**config.mk**
```make
export PLATFORM = sky130hd
export DESIGN_NAME = sapt_front
export DESIGN_NICKNAME = d
export VERILOG_FILES = /design/src/design/sapt_pkg.sv /design/src/design/sapt_front.sv
export SDC_FILE = /design/constraint.sdc
export NUM_CORES = 1
export LEC_CHECK = 0
export BUFFER_PORTS_ARGS = -buffer_cell sky130_fd_sc_hd__buf_2
export CAP_MARGIN = 20
export CORE_AREA = 2 2 98 100
export DETAILED_ROUTE_END_ITERATION = 7
export DIE_AREA = 0 0 100 102
export PLACE_DENSITY = 0.54
export SLEW_MARGIN = 40
export SYNTH_ARGS = -nofsm -noshare
export SYNTH_HDL_FRONTEND = slang
export SYNTH_SLANG_ARGS = --single-unit
```
**constraint.sdc**
```tcl
create_clock -name vclk -period 1.66
set_clock_uncertainty 0.1 [all_clocks]
set_input_delay 0.166 -clock vclk [all_inputs]
set_output_delay 0.166 -clock vclk [all_outputs]
set_load 0.1 [all_outputs]
```
**src/design/sapt_pkg.sv**
```systemverilog
// ----------------------------------------------------------------------------
// sapt_pkg: shared types and constants of the segment and page translator
// Word formats of both channels, the decoded command that travels from the
// front end to the back end, and the status groups passed between them.
// ----------------------------------------------------------------------------
package sapt_pkg;

  // Page directory and page table depth, and the index widths they imply.
  localparam int PAGE_ENTRIES = 1024;
  localparam int PAGE_IDX_W   = 10;
  // A selector carries a 13-bit descriptor index in bits 15..3.
  localparam int SEL_IDX_W    = 13;
  // Depth of the command queue between front end and back end.
  localparam int Q_DEPTH      = 2;

  // Operation codes of the input word.
  localparam logic [2:0] OP_WR_GDT = 3'd0;
  localparam logic [2:0] OP_WR_LDT = 3'd1;
  localparam logic [2:0] OP_WR_DIR = 3'd2;
  localparam logic [2:0] OP_WR_PT  = 3'd3;
  localparam logic [2:0] OP_XLATE  = 3'd4;

  // Input word.
  typedef struct packed {
    logic [2:0]  op;
    logic [9:0]  entry_index;
    logic [63:0] entry_data;
    logic [31:0] logical_offset;
    logic [15:0] selector;
  } sapt_in_t;

  // Result word.
  typedef struct packed {
    logic [31:0] physical_address;
    logic        invalid;
  } sapt_out_t;

  // Decoded command kinds; a fault is a translate that fails its selector checks.
  typedef enum logic [2:0] {
    CMD_WR_GDT,
    CMD_WR_LDT,
    CMD_WR_DIR,
    CMD_WR_PT,
    CMD_XLATE,
    CMD_FAULT
  } cmd_kind_t;

  // Queued command.
  typedef struct packed {
    cmd_kind_t             kind;
    logic                  use_ldt;
    logic [SEL_IDX_W-1:0]  desc_idx;
    logic [PAGE_IDX_W-1:0] page_idx;
    logic [63:0]           data;
    logic [31:0]           offset;
  } sapt_cmd_t;

  // Queue status seen by both ends.
  typedef struct packed {
    logic empty;
    logic full;
  } q_stat_t;

  // Back end status seen by the front end.
  typedef struct packed {
    logic clearing;
  } bk_stat_t;

  // Back end sequencer states.
  typedef enum logic [1:0] {
    BK_IDLE,
    BK_DESC,
    BK_PAGE
  } bk_state_t;

endpackage

```
**src/design/sapt_front.sv**
```systemverilog
// ----------------------------------------------------------------------------
// sapt_front: command acceptance and classification
// Takes input words, drops unused codes and out-of-range descriptor writes,
// screens translate selectors and pushes decoded commands into the queue.
// ----------------------------------------------------------------------------
module sapt_front import sapt_pkg::*; #(
  parameter int DESC_ENTRIES = 256
) (
  input  logic      start,
  input  sapt_in_t  in_word,
  input  q_stat_t   q_stat,
  input  bk_stat_t  bk_stat,
  output logic      busy,
  output logic      push,
  output sapt_cmd_t cmd
);

  localparam int IW = SEL_IDX_W + 1;
  localparam logic [IW-1:0] DESC_LIM = IW'(DESC_ENTRIES);

  logic                 accept;
  logic                 keep;
  logic [SEL_IDX_W-1:0] sel_idx;
  logic [SEL_IDX_W-1:0] wr_idx;
  logic                 sel_in_range;
  logic                 wr_in_range;

  // Hold off new words while the stores are cleared or the queue is full.
  assign busy   = bk_stat.clearing || q_stat.full;
  assign accept = start && !busy;

  // Descriptor indexes from the selector and from the write index.
  assign sel_idx      = in_word.selector[15:3];
  assign wr_idx       = SEL_IDX_W'(in_word.entry_index);
  assign sel_in_range = {1'b0, sel_idx} < DESC_LIM;
  assign wr_in_range  = {1'b0, wr_idx} < DESC_LIM;

  // Classify the word into a queued command.
  always_comb begin
    cmd.kind     = CMD_FAULT;
    cmd.use_ldt  = in_word.selector[2];
    cmd.desc_idx = sel_idx;
    cmd.page_idx = in_word.entry_index;
    cmd.data     = in_word.entry_data;
    cmd.offset   = in_word.logical_offset;
    keep         = 1'b0;
    unique case (in_word.op)
      OP_WR_GDT: begin
        cmd.kind     = CMD_WR_GDT;
        cmd.desc_idx = wr_idx;
        keep         = wr_in_range;
      end
      OP_WR_LDT: begin
        cmd.kind     = CMD_WR_LDT;
        cmd.desc_idx = wr_idx;
        keep         = wr_in_range;
      end
      OP_WR_DIR: begin
        cmd.kind = CMD_WR_DIR;
        keep     = 1'b1;
      end
      OP_WR_PT: begin
        cmd.kind = CMD_WR_PT;
        keep     = 1'b1;
      end
      OP_XLATE: begin
        keep = 1'b1;
        // A null global selector or an index past the table fails at once.
        if ((!in_word.selector[2] && sel_idx == '0) || !sel_in_range) begin
          cmd.kind = CMD_FAULT;
        end else begin
          cmd.kind = CMD_XLATE;
        end
      end
      default: begin
        keep = 1'b0;
      end
    endcase
  end

  assign push = accept && keep;

endmodule

```
### Word level (Yosys, flattened, before mapping)

Index checks and enable logic that the tools add are counted.
W data, S select, Z words.

* magnitude comparators: 2
* eq/ne operators: 4
* multiplexer cells: 4
* reduce and logical (&&, ||, !) cells: 12

Operator list (count)
* $pmux W3 S5: 1
* $logic_not A13 Y1: 1
* $lt A13 B9 Y1 const B: 1
* $mux W13: 1
* $lt A10 B9 Y1 const B: 1
* $eq A3 B2 Y1 const B: 2
* $eq A3 B1 Y1 const B: 1
* $eq A3 B3 Y1 const B: 1
* $logic_and A1 B1 Y1: 3
* $logic_not A1 Y1: 3
* $logic_not A3 Y1: 1
* $reduce_or A3 Y1: 1
* $logic_or A1 B1 Y1: 2
* $pmux W1 S2: 1
* $reduce_or A2 Y1: 1
* $mux W1: 1

* register bits: 0
* bits of input ports: 129

### Logic depth before layout (Yosys ltp)

* word-level depth: 5
* depth in mapped cells: 3
* mapped depth without buffers: 3

### Worst setup path after synthesis

OpenSTA, ideal clock, no wires.

* kind: in2out
* start point: input port in_word[123] (netlist bit)
* end point: output port cmd[116] (netlist bit)
* arrival: 1753 ps
* required time: 1394 ps
* setup slack: -359 ps
* stages on the path: 3
* path buffers: 1
* cell sequence: nor2_1 -> buf_4 -> nor2b_1

RTL lines
* start: declaration: line sapt_front.sv:10 `input sapt_in_t in_word,`
* end: declaration: line sapt_front.sv:15 `output sapt_cmd_t cmd`

==> out/qor.csv <==
metric,value,unit
vias in the first global route,691,
Synth cell types,13,
hold_sp,in_word[34],
multi-input combinational cell area,229,µm²
synthesized cell area,1030,µm²
Crit path depth,5,
CP max stage delay,560,ps
Worst setup EP type,output port,
# fillers,1069,
Synth area leaders,"buf_4 79%, mux2_2 11%, nor2b_1 2.4%",
Worst Hold Class,in2out,
Via density,2.90,
Resize count post-CTS,1,
relative slew slack,66.3,%
chip height,102,µm
Die W,100,µm
Worst-Margin Slew,509,ps
"commonest cells after routing, fill and taps aside","48 x buf_2, 10 x mux2_2, 10 x buf_12",
Core Area,9110,µm²
Worst Hold Depth,0,
Initial Utilization,11.3,%
storage element area,0,µm²
Placed Instances,201,
Crit-path slowest cell,or4_1,
hpwl dp,2810,µm
LEAKAGE,0.381,nW
RSZ-0062 raised after global routing,no,
CTS hold repair buffers,0,
grt ovf,0,
Achievable Freq,635,MHz
antenna violations before repair,1,
M2 GR Usage,8.58,%
GR peak layer,met2,
final wirelength,3140,µm
drt drc,0,
Synth area leader,buf_4,
Mapped Cells,136,
post-route insts no fill,202,
grt met1 use,4.71,%
Synth top area share,78.5,%
worst vdd ir,0.188,mV
WP data arrival,1310,ps
CP Buf/Inv Count,2,
total power,545,µW
crit path kind,in2out,
average wire per standard cell,15.5,µm
Yosys warning total,0,
met3 Usage GRT,3.56,%
FP Rows,35,
syn_nets,265,
nets,221,
status,"finished, final reports clean",
Min Hold Slack,232,ps
largest net degree at the start of global routing,9,
seq_cells,0,
Area Overhead vs Synth,-17.1,%
Antenna Nets Post-Route,0,
GRT Overall Usage,5.62,%
Final Cycle Share,94.9,%
minimum clock period,1580,ps
first-pass GRT wire length,4270,µm
Buffers on Ports,59,
clock buffers,0,
share of the yosys chip area belonging to registers,0,%
Post-CTS Setup Bufs,0,
final slew viol count,0,
"Hold Violations, Final",0,
initial DRC count,5,
critical path cell sequence,"buf_2, or4_1, nor4_4, o21ai_2, buf_6",
Worst Path Required,1390,ps
gpl congestion,0.658,
layout cells sized above 1,84.4,%
vias after detailed routing,585,
Crit path max-delay family,simple AND/OR/NAND/NOR gates,
CP Max Fanout,4,
IO Pins,254,
Die Area,10200,µm²
DRT Pass-1 Iters,2,
# setup viols final,0,
Worst setup SP type,primary input,
Hold EP,cmd[18],
"commonest non-fill, non-tap cell in the layout",buf_2,
Max-Cap Viols,0,
"Avg Cell Area, Syn",7.59,µm²
power density over the cells,636,nW/µm²
==> cells in the mapped netlist <==
master	n
nor4_2	1
clkbuf_1	1
and4_1	1
nor4_1	2
mux2_2	10
nor2b_1	4
or4_1	1
nand4b_1	1
o21ai_0	2
inv_1	1
o21ai_1	1
nor2_1	3
buf_4	108
==> where the power goes <==
group          internal (mW)  switching, mW  leakage (nW)    total (mW)
sequential                 0              0             0             0
clock           0.0000000805              0    0.00000634  0.0000000805
combinational          0.146          0.399         0.381         0.545
total                  0.146          0.399         0.381         0.545
==> per-layer routing <==
layer	share of wire, %	up-vias	wire (µm)
met5	0	-	0
met4	9.8	0	306
met3	19	36	592
met2	42	67	1310
met1	29	247	923
li1	-	235	-
==> cell families (layout without fill, tap and decap cells) <==
family | count (synthesis) | in the layout | synth area share, %
buf+inv | 110 | 64 | 79.3
simple gates | 13 | 13 | 8.36
mux | 10 | 10 | 10.9
compound gates | 3 | 3 | 1.45
other cells | 0 | 1 | 0
==> layout make-up <==
| type | instances | area share, % |
|---|---|---|
| timing repair buffer | 63 | 56.3 |
| multi-input combinational | 26 | 26.8 |
| tap | 111 | 16.2 |
| inverter | 1 | 0.439 |
| antenna | 1 | 0.292 |
==> stage by stage <==
step	setup TNS, ps	area [µm²]	util, %	setup WS, ps
2_1_floorplan	-1080	1040	-	-359
3_3_place_gp	-55.6	838	9.20	-55.6
3_5_place_dp	-44.2	838	9.20	-44.2
4_1_cts	0	841	9.23	7.52
5_1_grt	0	853	9.37	2.09
6_report	0	856	9.40	84.4
==> worst max-delay path by stage <==
stage,startpoint,endpoint,slack (ps)
finish,in_word[123],cmd[120],80
global route,in_word[123],cmd[120],2
CTS,in_word[123],cmd[120],8
detailed placement,in_word[122],cmd[120],-40
global placement,in_word[123],cmd[120],-60
floorplan,in_word[123],cmd[116],-360
No activity file was read; power rests on OpenSTA's default activity.
